[config.mk]
export PLATFORM = sky130hd
export DESIGN_NAME = dual_stream_timestamp_aligner_flat
export DESIGN_NICKNAME = d
export VERILOG_FILES = /design/src/rtl/dsta_pkg.sv /design/src/rtl/dsta_if.sv /design/src/rtl/dsta_cfg.sv /design/src/rtl/dsta_core.sv /design/src/rtl/dual_stream_timestamp_aligner.sv /design/src/flat_wrapper.sv
export VERILOG_INCLUDE_DIRS = /design/src /design/src/rtl
export SDC_FILE = /design/constraint.sdc
export NUM_CORES = 1
export LEC_CHECK = 0
export ABC_AREA = 1
export ABC_CLOCK_PERIOD_IN_PS = 30200
export BUFFER_PORTS_ARGS = -buffer_cell sky130_fd_sc_hd__buf_2
export CAP_MARGIN = 20
export CORE_MARGIN = 3
export CORE_UTILIZATION = 56
export CTS_CLUSTER_SIZE = 8
export DETAILED_ROUTE_END_ITERATION = 7
export PLACE_DENSITY_LB_ADDON = 0.1
export SYNTH_ARGS = -nofsm -noshare
export SYNTH_HDL_FRONTEND = slang
export SYNTH_SLANG_ARGS = --single-unit
[constraint.sdc]
create_clock -name clk -period 30.2 [get_ports clk]
set_input_delay 4.53 -clock clk [delete_from_list [all_inputs] [get_ports clk]]
set_output_delay 4.53 -clock clk [all_outputs]
set_load 0.03 [all_outputs]
[src/rtl/assert_macros.svh]
// Assertion macros shared by the aligner RTL.
// Include by bare file name; needs no other file.
`ifndef ASSERT_MACROS_SVH
`define ASSERT_MACROS_SVH

// clocked check, disabled while reset is asserted
`define ASSERT_CLK(label, clk, rst_n, prop) \
  label: assert property (@(posedge clk) disable iff (!rst_n) prop) \
    else $error("assertion failed");

// clocked check that also holds during reset
`define ASSERT_ALWAYS(label, clk, prop) \
  label: assert property (@(posedge clk) prop) \
    else $error("assertion failed");

`endif

[src/rtl/dsta_pkg.sv]
// Types, codes and constants of the dual stream timestamp aligner.
// No dependencies; imported by the interfaces and all modules.
`default_nettype none

package dsta_pkg;

  typedef enum logic [1:0] {
    ACT_NONE    = 2'd0,
    ACT_CONTEXT = 2'd1,
    ACT_PAIR    = 2'd2,
    ACT_HALT    = 2'd3
  } action_t;

  localparam logic KIND_DATA    = 1'b0;
  localparam logic KIND_CONTEXT = 1'b1;

  localparam logic REG_TOLERANCE   = 1'b0;
  localparam logic REG_HALF_PERIOD = 1'b1;

  localparam int TOL_W  = 40;
  localparam int HALF_W = 39;
  localparam int SEC_W  = 32;
  localparam int FRAC_W = 40;
  localparam int SKEW_W = 41;
  localparam int SUM_W  = 43;

  localparam logic signed [SUM_W-1:0] PS_1S = 43'sd1000000000000;
  localparam logic signed [SUM_W-1:0] PS_2S = 43'sd2000000000000;
  localparam logic signed [SUM_W-1:0] PS_3S = 43'sd3000000000000;

  typedef struct packed {
    logic [TOL_W-1:0]  skew_tol;
    logic [HALF_W-1:0] half_period_ps;
  } cfg_t;

  function automatic logic signed [SUM_W-1:0] sec_to_ps(input logic signed [2:0] ds);
    logic signed [SUM_W-1:0] v;
    case (ds)
      3'sd1:   v = PS_1S;
      3'sd2:   v = PS_2S;
      3'sd3:   v = PS_3S;
      -3'sd1:  v = -PS_1S;
      -3'sd2:  v = -PS_2S;
      -3'sd3:  v = -PS_3S;
      default: v = '0;
    endcase
    return v;
  endfunction

endpackage

`default_nettype wire

[src/rtl/dsta_if.sv]
// Valid/ready channel interfaces for packet events and aligner results.
// Depends on dsta_pkg.
`default_nettype none

interface dsta_in_if import dsta_pkg::*; ();
  logic              valid;
  logic              ready;
  logic              kind;
  logic              source_stream;
  logic [SEC_W-1:0]  whole_seconds;
  logic [FRAC_W-1:0] fraction_ps;
  logic              lost_marker;

  modport source (output valid, kind, source_stream, whole_seconds, fraction_ps,
                  lost_marker, input ready);
  modport sink (input valid, kind, source_stream, whole_seconds, fraction_ps,
                lost_marker, output ready);
endinterface

interface dsta_out_if import dsta_pkg::*; ();
  logic                     valid;
  logic                     ready;
  action_t                  action;
  logic                     context_stream;
  logic [3:0]               pair_sequence;
  logic signed [SKEW_W-1:0] skew_value;
  logic                     drift_warning;
  logic                     want_first;
  logic                     want_second;

  modport source (output valid, action, context_stream, pair_sequence, skew_value,
                  drift_warning, want_first, want_second, input ready);
  modport sink (input valid, action, context_stream, pair_sequence, skew_value,
                drift_warning, want_first, want_second, output ready);
endinterface

`default_nettype wire

[src/rtl/dsta_cfg.sv]
// APB-style register file: tolerance and half sample period.
// Depends on dsta_pkg.
`default_nettype none

module dsta_cfg import dsta_pkg::*; (
  input  wire logic        clk,
  input  wire logic        rst_n,
  input  wire logic        cfg_psel,
  input  wire logic        cfg_penable,
  input  wire logic        cfg_pwrite,
  input  wire logic [3:0]  cfg_paddr,
  input  wire logic [63:0] cfg_pwdata,
  output logic      [63:0] cfg_prdata,
  output logic             cfg_pready,
  output cfg_t             cfg
);

  logic [TOL_W-1:0]  tol_r;
  logic [HALF_W-1:0] half_r;
  logic              wr_en;
  logic              reg_sel;

  assign cfg_pready = 1'b1;
  assign reg_sel    = cfg_paddr[3];
  assign wr_en      = cfg_psel && cfg_penable && cfg_pwrite && cfg_pready;

  always_ff @(posedge clk) begin
    if (!rst_n) begin
      tol_r  <= '0;
      half_r <= '0;
    end else if (wr_en) begin
      case (reg_sel)
        REG_TOLERANCE:   tol_r  <= cfg_pwdata[TOL_W-1:0];
        REG_HALF_PERIOD: half_r <= cfg_pwdata[HALF_W-1:0];
        default: ;
      endcase
    end
  end

  always_comb begin
    case (reg_sel)
      REG_TOLERANCE:   cfg_prdata = {{(64-TOL_W){1'b0}}, tol_r};
      REG_HALF_PERIOD: cfg_prdata = {{(64-HALF_W){1'b0}}, half_r};
      default:         cfg_prdata = '0;
    endcase
  end

  assign cfg.skew_tol       = tol_r;
  assign cfg.half_period_ps = half_r;

endmodule

`default_nettype wire

[src/rtl/dsta_core.sv]
// Input register, timestamp state, skew and pairing logic, result register.
// Depends on dsta_pkg, dsta_if and assert_macros.svh.
`default_nettype none
`include "assert_macros.svh"

module dsta_core import dsta_pkg::*; (
  input  wire logic clk,
  input  wire logic rst_n,
  input  wire cfg_t cfg,
  dsta_in_if.sink   in_ch,
  dsta_out_if.source out_ch
);

  // input stage
  logic              in_valid_r;
  logic              in_kind_r;
  logic              in_src_r;
  logic [SEC_W-1:0]  in_secs_r;
  logic [FRAC_W-1:0] in_frac_r;
  logic              in_lost_r;
  logic              advance;

  // block state
  logic [SEC_W-1:0]         first_seconds_r;
  logic [FRAC_W-1:0]        first_fraction_r;
  logic [SEC_W-1:0]         second_seconds_r;
  logic [FRAC_W-1:0]        second_fraction_r;
  logic                     pair_sent_r;
  logic signed [SKEW_W-1:0] locked_skew_r;
  logic                     skew_is_locked_r;
  logic [3:0]               pair_counter_r;
  logic                     stopped_r;

  // result stage
  logic                     out_valid_r;
  action_t                  action_r;
  logic                     ctx_r;
  logic [3:0]               seq_r;
  logic signed [SKEW_W-1:0] skew_r;
  logic                     drift_r;
  logic                     want1_r;
  logic                     want2_r;

  // datapath
  logic                     is_data;
  logic                     lost_hit;
  logic                     store;
  logic [SEC_W-1:0]         f_secs;
  logic [FRAC_W-1:0]        f_frac;
  logic [SEC_W-1:0]         s_secs;
  logic [FRAC_W-1:0]        s_frac;
  logic signed [SEC_W:0]    ds_wide;
  logic signed [2:0]        ds_clamp;
  logic signed [SUM_W-1:0]  frac_diff;
  logic signed [SUM_W-1:0]  sum;
  logic signed [SKEW_W-1:0] skew;
  logic [SKEW_W-1:0]        skew_abs;
  logic                     aligned;
  logic                     have1;
  logic                     have2;
  logic                     pair_go;
  logic signed [SKEW_W:0]   lock_diff;
  logic [SKEW_W:0]          lock_abs;
  logic                     drift_hit;
  logic                     drift;

  action_t                  action_nxt;
  logic                     ctx_nxt;
  logic [3:0]               seq_nxt;
  logic signed [SKEW_W-1:0] skew_nxt;
  logic                     drift_nxt;
  logic                     want1_nxt;
  logic                     want2_nxt;

  // check terms
  logic                     halt_out;
  logic                     out_zero;
  logic                     pair_step;
  logic                     drift_step;
  logic [3:0]               cnt_plus1;
  logic                     out_stall;

  assign advance     = in_valid_r && (!out_valid_r || out_ch.ready);
  assign in_ch.ready = !in_valid_r || advance;

  always_ff @(posedge clk) begin
    if (!rst_n) begin
      in_valid_r <= 1'b0;
    end else if (in_ch.ready) begin
      in_valid_r <= in_ch.valid;
    end
  end

  always_ff @(posedge clk) begin
    if (in_ch.valid && in_ch.ready) begin
      in_kind_r <= in_ch.kind;
      in_src_r  <= in_ch.source_stream;
      in_secs_r <= in_ch.whole_seconds;
      in_frac_r <= in_ch.fraction_ps;
      in_lost_r <= in_ch.lost_marker;
    end
  end

  assign is_data  = (in_kind_r == KIND_DATA);
  assign lost_hit = is_data && in_lost_r;
  assign store    = !stopped_r && is_data && !in_lost_r;

  assign f_secs = (store && !in_src_r) ? in_secs_r : first_seconds_r;
  assign f_frac = (store && !in_src_r) ? in_frac_r : first_fraction_r;
  assign s_secs = (store && in_src_r)  ? in_secs_r : second_seconds_r;
  assign s_frac = (store && in_src_r)  ? in_frac_r : second_fraction_r;

  assign ds_wide   = $signed({1'b0, f_secs}) - $signed({1'b0, s_secs});
  assign frac_diff = $signed({3'b000, f_frac}) - $signed({3'b000, s_frac});

  always_comb begin
    if (ds_wide > 33'sd3) begin
      ds_clamp = 3'sd3;
    end else if (ds_wide < -33'sd3) begin
      ds_clamp = -3'sd3;
    end else begin
      ds_clamp = ds_wide[2:0];
    end
  end

  assign sum = sec_to_ps(ds_clamp) + frac_diff;

  always_comb begin
    if (sum > PS_1S) begin
      skew = PS_1S[SKEW_W-1:0];
    end else if (sum < -PS_1S) begin
      skew = SKEW_W'(-PS_1S);
    end else begin
      skew = sum[SKEW_W-1:0];
    end
  end

  assign skew_abs = skew[SKEW_W-1] ? SKEW_W'(-skew) : skew;
  assign aligned  = (skew_abs[TOL_W-1:0] <= cfg.skew_tol);
  assign have1    = (|f_secs) || (|f_frac);
  assign have2    = (|s_secs) || (|s_frac);
  assign pair_go  = store && aligned && have1 && have2;

  assign lock_diff = {skew[SKEW_W-1], skew} - {locked_skew_r[SKEW_W-1], locked_skew_r};
  assign lock_abs  = lock_diff[SKEW_W] ? (SKEW_W+1)'(-lock_diff) : lock_diff;
  assign drift_hit = (|cfg.half_period_ps) &&
                     (lock_abs > {{(SKEW_W+1-HALF_W){1'b0}}, cfg.half_period_ps});
  assign drift     = pair_go && skew_is_locked_r && drift_hit;

  always_comb begin
    if (stopped_r || lost_hit) begin
      action_nxt = ACT_HALT;
      ctx_nxt    = 1'b0;
      seq_nxt    = '0;
      skew_nxt   = '0;
      drift_nxt  = 1'b0;
      want1_nxt  = 1'b0;
      want2_nxt  = 1'b0;
    end else begin
      if (!is_data) begin
        action_nxt = ACT_CONTEXT;
      end else if (pair_go) begin
        action_nxt = ACT_PAIR;
      end else begin
        action_nxt = ACT_NONE;
      end
      ctx_nxt   = !is_data && in_src_r;
      seq_nxt   = pair_go ? pair_counter_r : 4'd0;
      skew_nxt  = skew;
      drift_nxt = drift;
      want1_nxt = aligned || skew[SKEW_W-1] || !have1;
      want2_nxt = aligned || (!skew[SKEW_W-1] && (|skew)) || !have2;
    end
  end

  always_ff @(posedge clk) begin
    if (!rst_n) begin
      first_seconds_r   <= '0;
      first_fraction_r  <= '0;
      second_seconds_r  <= '0;
      second_fraction_r <= '0;
      pair_sent_r       <= 1'b0;
      locked_skew_r     <= '0;
      skew_is_locked_r  <= 1'b0;
      pair_counter_r    <= '0;
      stopped_r         <= 1'b0;
    end else if (advance && !stopped_r) begin
      if (lost_hit) begin
        stopped_r <= 1'b1;
      end else if (is_data) begin
        first_seconds_r   <= f_secs;
        first_fraction_r  <= f_frac;
        second_seconds_r  <= s_secs;
        second_fraction_r <= s_frac;
        pair_sent_r       <= pair_go;
        if (pair_go) begin
          pair_counter_r <= pair_counter_r + 4'd1;
          if (!skew_is_locked_r) begin
            locked_skew_r    <= skew;
            skew_is_locked_r <= 1'b1;
          end else if (drift_hit) begin
            locked_skew_r <= skew;
          end
        end
      end
    end
  end

  always_ff @(posedge clk) begin
    if (!rst_n) begin
      out_valid_r <= 1'b0;
    end else begin
      out_valid_r <= advance || (out_valid_r && !out_ch.ready);
    end
  end

  always_ff @(posedge clk) begin
    if (advance) begin
      action_r <= action_nxt;
      ctx_r    <= ctx_nxt;
      seq_r    <= seq_nxt;
      skew_r   <= skew_nxt;
      drift_r  <= drift_nxt;
      want1_r  <= want1_nxt;
      want2_r  <= want2_nxt;
    end
  end

  assign out_ch.valid          = out_valid_r;
  assign out_ch.action         = action_r;
  assign out_ch.context_stream = ctx_r;
  assign out_ch.pair_sequence  = seq_r;
  assign out_ch.skew_value     = skew_r;
  assign out_ch.drift_warning  = drift_r;
  assign out_ch.want_first     = want1_r;
  assign out_ch.want_second    = want2_r;

  assign halt_out   = out_valid_r && (action_r == ACT_HALT);
  assign out_zero   = (skew_r == '0) && (seq_r == 4'd0) && !want1_r && !want2_r;
  assign pair_step  = advance && (action_nxt == ACT_PAIR);
  assign drift_step = advance && drift_nxt;
  assign cnt_plus1  = pair_counter_r + 4'd1;
  assign out_stall  = out_valid_r && !out_ch.ready;

  `ASSERT_CLK(a_halt_sticky, clk, rst_n, stopped_r |=> stopped_r)
  `ASSERT_CLK(a_halt_quiet, clk, rst_n, halt_out |-> out_zero)
  `ASSERT_CLK(a_pair_sent, clk, rst_n, pair_step |=> pair_sent_r)
  `ASSERT_CLK(a_pair_count, clk, rst_n, pair_step |=> (pair_counter_r == $past(cnt_plus1)))
  `ASSERT_CLK(a_drift_on_pair, clk, rst_n, drift_step |-> (pair_step && skew_is_locked_r))
  `ASSERT_ALWAYS(a_no_drop, clk, (rst_n && out_stall) |=> (!rst_n || out_valid_r))

endmodule

`default_nettype wire

[src/rtl/dual_stream_timestamp_aligner.sv]
// Dual stream timestamp aligner: pairs timestamped data packets of two streams.
// Top level; depends on dsta_pkg, dsta_if, dsta_cfg and dsta_core.
//
// in_ch carries one parsed packet event per transfer (kind, source_stream,
// whole_seconds, fraction_ps, lost_marker); out_ch carries exactly one result
// per event: action, context_stream, pair_sequence, skew_value, drift_warning
// and the want_first / want_second read hints. A transfer happens on a rising
// edge with valid and ready both high.
// An accepted event waits in the input register until the output register is
// free or being read, then is processed into the output register, where
// out_ch.valid rises. Throughput is one event per cycle while out_ch.ready
// stays high. That rate is set by the loop that stores a timestamp, derives
// the saturated skew and updates the pair and lock state.
// When the receiver stalls, the result holds in the output register and one
// more event is still taken into the input register; in_ch.ready then drops.
// The cfg_ APB port writes the skew tolerance at address 0 and half_period_ps
// at address 8, 64-bit data, pready always high; write only while idle.
// Synchronous active-low reset clears both registers, all timestamps, the
// lock, the pair counter and the halt flag. A lost frame halts the block
// until reset; every later event then returns action halted.
`default_nettype none

module dual_stream_timestamp_aligner import dsta_pkg::*; (
  input  wire logic        clk,
  input  wire logic        rst_n,
  dsta_in_if.sink          in_ch,
  dsta_out_if.source       out_ch,
  input  wire logic        cfg_psel,
  input  wire logic        cfg_penable,
  input  wire logic        cfg_pwrite,
  input  wire logic [3:0]  cfg_paddr,
  input  wire logic [63:0] cfg_pwdata,
  output logic      [63:0] cfg_prdata,
  output logic             cfg_pready
);

  cfg_t cfg;

  dsta_cfg u_cfg (
    .clk         (clk),
    .rst_n       (rst_n),
    .cfg_psel    (cfg_psel),
    .cfg_penable (cfg_penable),
    .cfg_pwrite  (cfg_pwrite),
    .cfg_paddr   (cfg_paddr),
    .cfg_pwdata  (cfg_pwdata),
    .cfg_prdata  (cfg_prdata),
    .cfg_pready  (cfg_pready),
    .cfg         (cfg)
  );

  dsta_core u_core (
    .clk    (clk),
    .rst_n  (rst_n),
    .cfg    (cfg),
    .in_ch  (in_ch),
    .out_ch (out_ch)
  );

endmodule

`default_nettype wire

[src/flat_wrapper.sv]
// flat-port wrapper written by rule: the top's interface ports become plain ports
module dual_stream_timestamp_aligner_flat import dsta_pkg::*;
  (clk, rst_n, cfg_psel, cfg_penable, cfg_pwrite, cfg_paddr, cfg_pwdata, cfg_prdata, cfg_pready, in_ch_valid, in_ch_kind, in_ch_source_stream, in_ch_whole_seconds, in_ch_fraction_ps, in_ch_lost_marker, in_ch_ready, out_ch_valid, out_ch_action, out_ch_context_stream, out_ch_pair_sequence, out_ch_skew_value, out_ch_drift_warning, out_ch_want_first, out_ch_want_second, out_ch_ready);
  dsta_in_if in_ch_i ();
  dsta_out_if out_ch_i ();
  input  wire logic clk;
  input  wire logic rst_n;
  input  wire logic cfg_psel;
  input  wire logic cfg_penable;
  input  wire logic cfg_pwrite;
  input  wire logic [3:0] cfg_paddr;
  input  wire logic [63:0] cfg_pwdata;
  output logic      [63:0] cfg_prdata;
  output logic cfg_pready;
  input wire logic [$bits(in_ch_i.valid)-1:0] in_ch_valid;
  input wire logic [$bits(in_ch_i.kind)-1:0] in_ch_kind;
  input wire logic [$bits(in_ch_i.source_stream)-1:0] in_ch_source_stream;
  input wire logic [$bits(in_ch_i.whole_seconds)-1:0] in_ch_whole_seconds;
  input wire logic [$bits(in_ch_i.fraction_ps)-1:0] in_ch_fraction_ps;
  input wire logic [$bits(in_ch_i.lost_marker)-1:0] in_ch_lost_marker;
  output wire logic [$bits(in_ch_i.ready)-1:0] in_ch_ready;
  output wire logic [$bits(out_ch_i.valid)-1:0] out_ch_valid;
  output wire logic [$bits(out_ch_i.action)-1:0] out_ch_action;
  output wire logic [$bits(out_ch_i.context_stream)-1:0] out_ch_context_stream;
  output wire logic [$bits(out_ch_i.pair_sequence)-1:0] out_ch_pair_sequence;
  output wire logic [$bits(out_ch_i.skew_value)-1:0] out_ch_skew_value;
  output wire logic [$bits(out_ch_i.drift_warning)-1:0] out_ch_drift_warning;
  output wire logic [$bits(out_ch_i.want_first)-1:0] out_ch_want_first;
  output wire logic [$bits(out_ch_i.want_second)-1:0] out_ch_want_second;
  input wire logic [$bits(out_ch_i.ready)-1:0] out_ch_ready;
  assign in_ch_i.valid = in_ch_valid;
  assign in_ch_i.kind = in_ch_kind;
  assign in_ch_i.source_stream = in_ch_source_stream;
  assign in_ch_i.whole_seconds = in_ch_whole_seconds;
  assign in_ch_i.fraction_ps = in_ch_fraction_ps;
  assign in_ch_i.lost_marker = in_ch_lost_marker;
  assign in_ch_ready = in_ch_i.ready;
  assign out_ch_valid = out_ch_i.valid;
  assign out_ch_action = out_ch_i.action;
  assign out_ch_context_stream = out_ch_i.context_stream;
  assign out_ch_pair_sequence = out_ch_i.pair_sequence;
  assign out_ch_skew_value = out_ch_i.skew_value;
  assign out_ch_drift_warning = out_ch_i.drift_warning;
  assign out_ch_want_first = out_ch_i.want_first;
  assign out_ch_want_second = out_ch_i.want_second;
  assign out_ch_i.ready = out_ch_ready;
  dual_stream_timestamp_aligner u_core (.clk(clk), .rst_n(rst_n), .in_ch(in_ch_i), .out_ch(out_ch_i), .cfg_psel(cfg_psel), .cfg_penable(cfg_penable), .cfg_pwrite(cfg_pwrite), .cfg_paddr(cfg_paddr), .cfg_pwdata(cfg_pwdata), .cfg_prdata(cfg_prdata), .cfg_pready(cfg_pready));
endmodule
======== Word-level counts from Yosys, hierarchy flattened ========
Cells that the tools add are included.
word-level totals
  input bits .............................. 150
  register bits after elaboration ......... 398
  logic and storage cells ................. 117
  output and inout port bits .............. 118
cells by class
  mux-type cells .......................... 16
  add/sub/neg operators ................... 7
  bitwise operators ....................... 4
  $lt $le $gt $ge ......................... 6
  reductions and logical operators ........ 52
  equality and inequality tests ........... 7
operator list
  cell                    number
  $pmux W43 S6            1
  $mux W41                4
  $pmux W64 S2            1
  $mux W40                3
  $reduce_or A40 Y1       2
  $mux W32                2
  $reduce_or A32 Y1       2
  $add A43 B41 Y43        1
  $gt A43 B41 Y1 const B  1
  $lt A43 B41 Y1 const B  1
  $gt A42 B39 Y1          1
  $mux W42                1
  $neg A42 Y42            1
  $sub A41 B41 Y42        1
  $reduce_or A41 Y1       1
  $sub A40 B40 Y41        1
  $le A40 B40 Y1          1
  $neg A40 Y40            1
  $reduce_or A39 Y1       1
  $gt A33 B3 Y1 const B   1
  $lt A33 B3 Y1 const B   1
  $sub A32 B32 Y33        1
  $logic_and A1 B1 Y1     19
  $logic_or A1 B1 Y1      10
  other kinds (14)        33

======== Longest topological paths before layout ========
Gate-level depths: netlist (run 1).
  depth in word-level cells ............... 23
  depth in mapped cells ................... 101
  gate-level depth less buffers ........... 96

======== Modules after synthesis ========
A second synthesis (run 1) with hierarchy kept.
unflattened totals
  cells, all modules ...................... 4,688
  area, all modules ....................... 31,332.6 um^2
modules (own cells, without submodules)
  module     seq. area each (um^2)  area an instance (um^2)  times used  cells an instance
  dsta_core  7,647.3                27,418.8                 1           4,058
  dsta_cfg   1,581.5                3,913.8                  1           630

======== Least setup slack after synthesis (run 1) ========
Ideal clock, no wire load.
  path type ............................... reg-to-reg
  start ................................... reg u_core.u_core.stopped_r
  end ..................................... reg u_core.u_core.locked_skew_r[21]
  period minus slack after synthesis ...... 11,590 ps
  buffers on the path ..................... 8
  slack ................................... 18,610 ps
  setup time .............................. 64 ps
  required time ........................... 30,136 ps
  stages on the path, launching flop included .. 86
  data arrival time ....................... 11,526 ps
  path through ............................ dfxtp_1 nor2_4 nand3_2 buf_6 buf_2 buf_1 a21oi_1 ha_1 nand2_1 o21ai_0 a21boi_0 o21ai_0 nand2_1 nand2_1 nand3_1 nand2_1 nand2_1 nand3b_1 [50 not listed] ha_1 nand2_1 nor2_1 a2111oi_0 nand2_1 nand2_1 o211ai_1 a21oi_1 nor2_1 a21oi_1 nand4_1 nand2_2 nand2_4 nand2_2 buf_6 buf_2 nor2_1 nor2_1
between the ends
  cells in the longest elaborated chain, start to end .. 22
  elaborated cells on any way between the ends .. 49
  classes of those cells .................. add/sub: 6; order compare: 6; eq/ne: 7; mux: 13; reduce/logical: 17
ends and longest elaborated chain
  what                                                                         line                                text
  start: declaration                                                           dsta_core.sv:32                     logic stopped_r;
  start signal: assignment                                                     dsta_core.sv:186                    stopped_r <= 1'b0;
  start signal: assignment                                                     dsta_core.sv:189                    stopped_r <= 1'b1;
  $logic_not A1 Y1 *                                                           dsta_core.sv:106                    assign store = !stopped_r && is_data && !in_lost_r;
  $logic_and A1 B1 Y1 * (2 in a row)                                           dsta_core.sv:106
  $logic_and A1 B1 Y1 (on tied branches)                                       n/a
  $mux W32 (on tied branches)                                                  dsta_core.sv:108, dsta_core.sv:110
  $sub A32 B32 Y33                                                             dsta_core.sv:113                    assign ds_wide = $signed({1'b0, f_secs}) - $signed({1'b0, s_secs});
  $lt A33 B3 Y1                                                                dsta_core.sv:119                    end else if (ds_wide < -33'sd3) begin
  $mux W3                                                                      dsta_core.sv:119
  $mux W3                                                                      dsta_core.sv:117                    if (ds_wide > 33'sd3) begin
  [6 not listed]                                                               n/a
  named net u_core.u_core.skew[4]                                              dsta_core.sv:56                     logic signed [SKEW_W-1:0] skew;
  $sub A41 B41 Y42 / $neg A40 Y40 (equally long branches)                      dsta_core.sv:144, dsta_core.sv:138
  $neg A42 Y42 / $mux W40 (equally long branches)                              dsta_core.sv:145, dsta_core.sv:138
  $mux W42 / $le A40 B40 Y1 (equally long branches)                            dsta_core.sv:145, dsta_core.sv:139
  $gt A42 B39 Y1 / $logic_and A1 B1 Y1 (equally long branches)                 dsta_core.sv:147, dsta_core.sv:142
  $logic_and A1 B1 Y1 (on tied branches)                                       dsta_core.sv:146, dsta_core.sv:142
  $ne A2 B1 Y1 (no source line) / $logic_and A1 B1 Y1 (equally long branches)  n/a
  $reduce_and A5 Y1 (no source line) *                                         n/a
  end signal: assignment                                                       dsta_core.sv:199                    locked_skew_r <= skew;
  end signal: assignment                                                       dsta_core.sv:202                    locked_skew_r <= skew;
  end: declaration                                                             dsta_core.sv:29                     logic signed [SKEW_W-1:0] locked_skew_r;
The timed path passes the listed nets; every way through them passes the cells marked *. The select of a mux whose other input is x is not followed.
A chain may end at the register's enable or synchronous reset.

======== Worst setup path in the final report (run 1) ========
  start ................................... reg u_core.u_core.in_src_r
  end ..................................... reg u_core.u_core.locked_skew_r[35]
between the ends
  cells in the longest elaborated chain, start to end .. 20
  elaborated cells on any way between the ends .. 46
  classes of those cells .................. add/sub: 6; order compare: 6; eq/ne: 7; mux: 13; reduce/logical: 14
ends and longest elaborated chain
  what                                                                         line                                text
  start: declaration                                                           dsta_core.sv:17                     logic in_src_r;
  start signal: assignment                                                     dsta_core.sv:97                     in_src_r <= in_ch.source_stream;
  $logic_not A1 Y1                                                             dsta_core.sv:108, dsta_core.sv:109
  $logic_and A1 B1 Y1                                                          dsta_core.sv:108, dsta_core.sv:109
  $mux W32                                                                     dsta_core.sv:108                    assign f_secs = (store && !in_src_r) ? in_secs_r : first_seconds_r;
  $sub A32 B32 Y33                                                             dsta_core.sv:113
  $lt A33 B3 Y1                                                                dsta_core.sv:119
  $mux W3                                                                      dsta_core.sv:119
  $mux W3                                                                      dsta_core.sv:117
  $eq A3 B3 Y1 (tied with other cells)                                         dsta_pkg.sv:38                      case (ds)
  [4 not listed]                                                               n/a
  $mux W41                                                                     dsta_core.sv:129                    if (sum > PS_1S) begin
  $sub A41 B41 Y42 / $neg A40 Y40 (equally long branches)                      dsta_core.sv:144, dsta_core.sv:138
  $neg A42 Y42 / $mux W40 (equally long branches)                              dsta_core.sv:145, dsta_core.sv:138
  $mux W42 / $le A40 B40 Y1 (equally long branches)                            dsta_core.sv:145, dsta_core.sv:139
  $gt A42 B39 Y1 / $logic_and A1 B1 Y1 (equally long branches)                 dsta_core.sv:147, dsta_core.sv:142
  $logic_and A1 B1 Y1 (on tied branches)                                       dsta_core.sv:146, dsta_core.sv:142
  $ne A2 B1 Y1 (no source line) / $logic_and A1 B1 Y1 (equally long branches)  n/a
  $reduce_and A5 Y1 (no source line)                                           n/a
Parallel ways exist; a longest one is shown, timed or not. The select of a mux whose other input is x is not followed.

==> results of run 1 <==
-- final timing paths --
path | slack (ns) | end | from
min | 0.47 | u_core.u_core.out_ch.valid$_SDFF_PN0_ | u_core.u_core.in_valid_r$_SDFFE_PN0N_
max | 12.75 | u_core.u_core.locked_skew_r[35]$_SDFFE_PN0P_ | u_core.u_core.in_src_r$_DFFE_PP_
max reg2reg | 12.75 | u_core.u_core.locked_skew_r[35]$_SDFFE_PN0P_ | u_core.u_core.in_src_r$_DFFE_PP_
min reg2reg | 0.47 | u_core.u_core.out_ch.valid$_SDFF_PN0_ | u_core.u_core.in_valid_r$_SDFFE_PN0N_
-- cell families after synthesis --
family | after synthesis | share of synthesized area, %
AO/OA/AOI/OAI | 966 | 16.8
XOR/XNOR | 162 | 4.72
adder cells (fa/ha/maj) | 228 | 9.40
buffers and inverters | 765 | 10.1
flip-flops | 398 | 30.1
multiplexers | 65 | 2.12
other | 2 | 0.0245
AND/OR/NAND/NOR | 1902 | 26.8
-- cells in the mapped netlist, drive strengths merged (2+ instances only) --
master	instances
mux2i	65
ha	224
xnor2	48
o21a	3
o21bai	18
a31oi	61
a21boi	4
nor3	43
o221ai	3
and2	8
o31ai	3
xor2	114
conb	2
edfxtp	126
nand2	1018
nand4	113
dfxtp	272
nand3	186
nor2	456
a211oi	7
nand3b	6
fa	4
inv	594
clkbuf	107
or2	32
a221oi	2
buf	63
o211ai	10
nor4	31
nor3b	4
a21oi	409
o21ai	432
a21o	7
o2111ai	3
nor4b	2
and3	2
-- sequential cells by signal, summed over array words and instances (netlist names), 2 cells and up --
register,count
u_core.u_cfg.half_r,39
u_core.u_cfg.tol_r,40
u_core.u_core.first_fraction_r,40
u_core.u_core.first_seconds_r,32
u_core.u_core.in_frac_r,40
u_core.u_core.in_secs_r,32
u_core.u_core.locked_skew_r,41
u_core.u_core.out_ch.action,2
u_core.u_core.out_ch.pair_sequence,4
u_core.u_core.out_ch.skew_value,41
u_core.u_core.pair_counter_r,4
u_core.u_core.second_fraction_r,40
u_core.u_core.second_seconds_r,32
-- stage by stage --
stage | area (um^2) | utilization [%] | hold slack (ns) | std cells | setup slack [ns]
after floorplan | 30800 | - | 0.444 | 4511 | 18.61
after global placement | 32000 | 59.2 | 0.460 | 5268 | 13.13
after detailed placement | 32000 | 59.2 | 0.459 | 5268 | 13.07
after CTS | 33600 | 62.2 | 0.478 | 5365 | 12.97
after global routing | 33600 | 62.3 | 0.510 | 5367 | 11.35
final | 33600 | 62.3 | 0.471 | 5367 | 12.75
-- critical path, delay by kind of cell, from the launching register on --
kind                       cells  cell delay [ns]
and+or+nand+nor               58             9.70
DFF                            1             0.46
buffers and inverters          5             1.18
adders and majority gates      5             1.82
xor gates and xnor gates       3             0.68
AOI/OAI and AO/OA             13             3.32
-- area by class of cell --
class / count / area, um^2 / area share (%)
Tap cell: 696 / 871 / 2.59
Multi-Input combinational cell: 3348 / 18500 / 54.9
Inverter: 595 / 2230 / 6.64
Clock inverter: 4 / 63.8 / 0.190
Clock buffer: 93 / 1560 / 4.64
Antenna cell: 1 / 2.50 / 0.00744
Timing Repair Buffer: 232 / 1220 / 3.63
Sequential cell: 398 / 9230 / 27.4
-- per-layer routing --
layer / vias up / part of all wire (%) / GRT usage (%)
met5: - / 0.013 / 0
met1: 13688 / 42 / 41.5
met4: 2 / 5.2 / 15.8
li1: 15184 / - / -
met3: 206 / 5.1 / 3.41
met2: 862 / 48 / 56.5
==> impl_metrics.json, run 1 <==
{
  "ys_ff_latch": 398,
  "place_hpwl_mm": 77.4,
  "cts_buffers": 56,
  "syn2layout_area_growth_pct": 9.67,
  "drt_iter0_drc": 2125,
  "drt_pass1_iterations": 6,
  "layout_commonest_cell": "nand2_1",
  "yosysSeqAreaShare_pct": 30.1,
  "grt_usage_pct": 32.9,
  "path_clk_slew_ns": 0.06,
  "synth_cells": 4488,
  "rr_worst_depth": 84,
  "fp-row-count": 85,
  "synthFlopType": "dfxtp_1",
  "vias": 29942,
  "core_um2": 54000,
  "path_class": "flop to flop",
  "cp_max_fo": 56,
  "drive_above_1_share_pct": 9.04,
  "ys_types": 65,
  "grt_max_degree": 112,
  "hold_buffers": 0,
  "clk_path_buf_depth": 3,
  "tightest_slew_ns": 1.02,
  "die_h_um": 240,
  "synth_top_area_share_pct": 17.8,
  "finClkSkew_ns": 0.0444,
  "drc": 0,
  "num-fill-cells": 5226,
  "port-buffer-count": 215,
  "cts.sinks": 398,
  "hold_violations": 0,
  "viasPerCell": 5.58,
  "root_buffer": "clkbuf_16",
  "worst_path_most_repeated_cell": "nand2_1",
  "synth-async-reset-ratio_pct": 0,
  "critPathSlowestCell": "nand2_2",
  "postRouteAntennaNets": 0,
  "fin_crit_ns": 17.45,
  "grt_first_pass_wirelength_mm": 150,
  "synth-edff-count": 126,
  "start_util_pct": 56.8,
  "slowest_delay_ns": 0.81,
  "wl_per_cell_um": 18.1,
  "finalCritPeriodShare_pct": 57.8,
  "endpoint_kind": "flop",
  "ctsResizeCount": 0,
  "ys_top_cells_by_area": "dfxtp_1, edfxtp_1, nand2_1, ha_1, inv_1",
  "die_x_um": 240,
  "postCtsSetupBuffers": 0,
  "critPathArrivalTime_ns": 17.93,
  "layout_common_cells": "nand2_1, inv_1, nor2_1",
  "clkLatencyLatePin_ns": 0.62,
  "syn_area_um2": 30700,
  "antenna_found_initial": 2,
  "gp_congestion": 0.988,
  "max-cap-violations": 0,
  "yosysWarnings": 0,
  "outcome": "finished, final reports clean",
  "relSlewSlack_pct": 31.7,
  "drv_slew": 0,
  "cts_tree": "done",
  "yosys.area.top_type": "dfxtp_1",
  "die_area_um2": 57600,
  "tns_ns": 0,
  "fmax_ghz": 0.0573,
  "worstPathRequired_ns": 30.68,
  "rsz0062_at_grt": "no",
  "critPathLaunchType": "flop",
  "overflow": 0,
  "cts.htree.levels": 2,
  "wirelength_mm": 97.1,
  "num-nets-final": 5009,
  "hold_depth": 2,
  "avgSynthCellArea_um2": 6.83,
  "first_global_vias": 27535,
  "setup-violations-final": 0,
  "hp-class": "flop to flop",
  "io_pins": 268
}
Power of run 1 is left out: the tool's default activity adds up to more than one toggle a clock period on the data nets, which glitch-free logic cannot reach.
==> inputs of run 2 (changes only) <==
Settings changed: ABC_AREA 1 to 0, ABC_CLOCK_PERIOD_IN_PS 30200 to 15510.
Clock period 30.2 ns to 15.51 ns, I/O delays scaled along.
==> run 2 against run 1 <==
Non-clock buffer count is 178 higher. Synthesized cell count is 17% lower. Utilization is 2.5 points higher. Sequential share of layout area is 1.1 points lower. Clock skew is 0.0038 ns lower. Fmax is 17% higher. Worst hold slack worse by 0.021 ns. Critical path type unchanged. Highest routed layer unchanged.
==> impl_metrics.json, run 2 <==
{
  "antenna_found_initial": 5,
  "io_pins": 268,
  "drv_slew": 0,
  "cts.sinks": 398,
  "syn_area_um2": 30600,
  "root_buffer": "clkbuf_16",
  "ys_types": 112,
  "grt_max_degree": 128,
  "utilization_pct": 64.8,
  "layout_common_cells": "nand2_1, nor2_1, a21oi_1",
  "synthFlopType": "dfxtp_1",
  "worst_path_most_repeated_cell": "buf_4",
  "critPathSlowestCell": "o41a_1",
  "rr_worst_depth": 57,
  "core_um2": 54000,
  "gp_congestion": 0.999,
  "place_hpwl_mm": 76.3,
  "clk_path_buf_depth": 3,
  "drt_iter0_drc": 2690,
  "slowest_delay_ns": 0.54,
  "drt_pass1_iterations": 6,
  "die_area_um2": 57600,
  "grt_usage_pct": 33.4,
  "hold_buffers": 0,
  "critPathLaunchType": "flop",
  "whs_ns": 0.451,
  "die_h_um": 240,
  "avgSynthCellArea_um2": 8.18,
  "worst_hold_path.endpoint": "u_core.u_cfg.tol_r[15]$_SDFFE_PN0P_",
  "postRouteAntennaNets": 0,
  "synth_most_common_cell": "nand2_1",
  "yosysWarnings": 0,
  "ys_top_cells_by_count": "nand2_1, nor2_1, a21oi_1",
  "relSlewSlack_pct": 35.7,
  "fp-row-count": 85,
  "ys_ff_latch": 398,
  "tns_ns": 0,
  "instances_no_fill": 4747,
  "finClkSkew_ns": 0.0407,
  "fmax_ghz": 0.0673,
  "hold_violations": 0,
  "wl_per_cell_um": 20.8,
  "reg2reg_from": "u_core.u_core.in_lost_r$_DFFE_PP_",
  "dp_cells": 4648,
  "layout_commonest_cell": "nand2_1",
  "start_util_pct": 56.7,
  "hp-class": "flop to flop",
  "tightest_slew_ns": 0.956,
  "outcome": "finished, final reports clean",
  "synth_top_area_share_pct": 17.8,
  "hold_depth": 2,
  "syn2layout_area_growth_pct": 14.2,
  "drc": 0,
  "clkLatencyLatePin_ns": 0.62,
  "hold_path_startpoint": "u_core.u_cfg.tol_r[15]$_SDFFE_PN0P_",
  "synth_cells": 3744,
  "setup-violations-final": 0,
  "synth-async-reset-ratio_pct": 0,
  "cts_buffers": 56,
  "wirelength_mm": 98.7,
  "yosys.area.top_type": "dfxtp_1",
  "grt_first_pass_wirelength_mm": 151,
  "drive_above_1_share_pct": 14.9,
  "path_class": "flop to flop",
  "regToRegEndpoint": "u_core.u_core.locked_skew_r[39]$_SDFFE_PN0P_",
  "fin_crit_ns": 14.86,
  "yosysSeqAreaShare_pct": 30.1,
  "ys_top_cells_by_area": "dfxtp_1, edfxtp_1, ha_1, mux2i_1, a21oi_1",
  "cts.htree.levels": 2,
  "cp_max_fo": 23,
  "num-nets-final": 4390,
  "r2r_setup_slack_ns": 0.65,
  "critPathArrivalTime_ns": 15.31,
  "viasPerCell": 6.12,
  "path_clk_slew_ns": 0.05,
  "overflow": 0,
  "max-cap-violations": 0,
  "port-buffer-count": 215,
  "cts_tree": "done",
  "synth-edff-count": 126,
  "die_x_um": 240,
  "endpoint_kind": "flop",
  "first_global_vias": 26641,
  "finalCritPeriodShare_pct": 95.8,
  "vias": 29045,
  "worstPathRequired_ns": 15.96
}
-- run 2: cell count changes after synthesis, sizes merged, moves of 38 or more --
| cell | change |
|---|---|
| a211oi | +150 |
| o21a | +38 |
| a21o | +81 |
| nor2 | -91 |
| o21ai | -241 |
| mux2i | +93 |
| xnor2 | +72 |
| a21oi | -112 |
| nand3 | -129 |
| xor2 | -62 |
| nand2 | -657 |
| inv | -357 |
-- run 2: cell families after synthesis --
group / share of synthesized area (%)
AOI/OAI and AO/OA: 23.1
xor gates and xnor gates: 5.04
adders and majority gates: 9.44
buffers and inverters: 6.42
DFF: 30.1
muxes: 5.93
other: 0.0245
and+or+nand+nor: 19.9
-- run 2: area by class of cell --
type,count,area [um^2]
timing repair buffer,410,2630
sequential,398,9230
antenna,2,5.00
clock buffer,91,1550
fill,4788,19000
multi-input combinational,2909,19700
tap,696,871
inverter,237,897
clock inverter,4,98.8
-- run 2: how the worst max path moves through the flow --
| stage | startpoint | endpoint | slack (ns) |
|---|---|---|---|
| floorplan | u_core.u_core.in_src_r$_DFFE_PP_ | u_core.u_core.locked_skew_r[10]$_SDFFE_PN0P_ | 1.15 |
| global placement | u_core.u_core.in_kind_r$_DFFE_PP_ | u_core.u_core.locked_skew_r[13]$_SDFFE_PN0P_ | 0.19 |
| detailed placement | u_core.u_core.in_kind_r$_DFFE_PP_ | u_core.u_core.locked_skew_r[12]$_SDFFE_PN0P_ | 0.15 |
| CTS | u_core.u_core.in_src_r$_DFFE_PP_ | u_core.u_core.locked_skew_r[12]$_SDFFE_PN0P_ | 0.05 |
| global route | u_core.u_core.in_lost_r$_DFFE_PP_ | u_core.u_core.locked_skew_r[39]$_SDFFE_PN0P_ | -0.05 |
| finish | u_core.u_core.in_lost_r$_DFFE_PP_ | u_core.u_core.locked_skew_r[39]$_SDFFE_PN0P_ | 0.65 |
-- run 2: critical path, delay by kind of cell, from the launching register on --
kind	cells	cell delay, ns
AND/OR/NAND/NOR	18	4.42
XOR/XNOR	3	0.55
adder cells (fa/ha/maj)	4	1.58
buffers and inverters	9	1.71
AO/OA/AOI/OAI	22	5.56
multiplexers	1	0.32
flip-flops	1	0.51
-- run 2: per-layer routing --
layer	GRT usage [%]	share of wire, %	routed length, um
met5	0	0.043	42
met4	19.2	6.6	6540
met3	4.51	6.2	6100
met2	53.7	45	44700
met1	43.3	42	41300
-- run 2: through the flow --
step	instance area, um^2	setup WS [ns]
floorplan	30700	1.15
global placement	33100	0.195
detailed placement	33100	0.148
CTS	34800	0.0504
global route	35000	-0.0460
finish	35000	0.651
-- run 2: what timing repair did --
action                                  in CTS  in global routing
buffers inserted                             0                  1
endpoints found under the setup margin       0                 45
resized for setup                            0                 40
Power of run 2 is left out for the same reason.
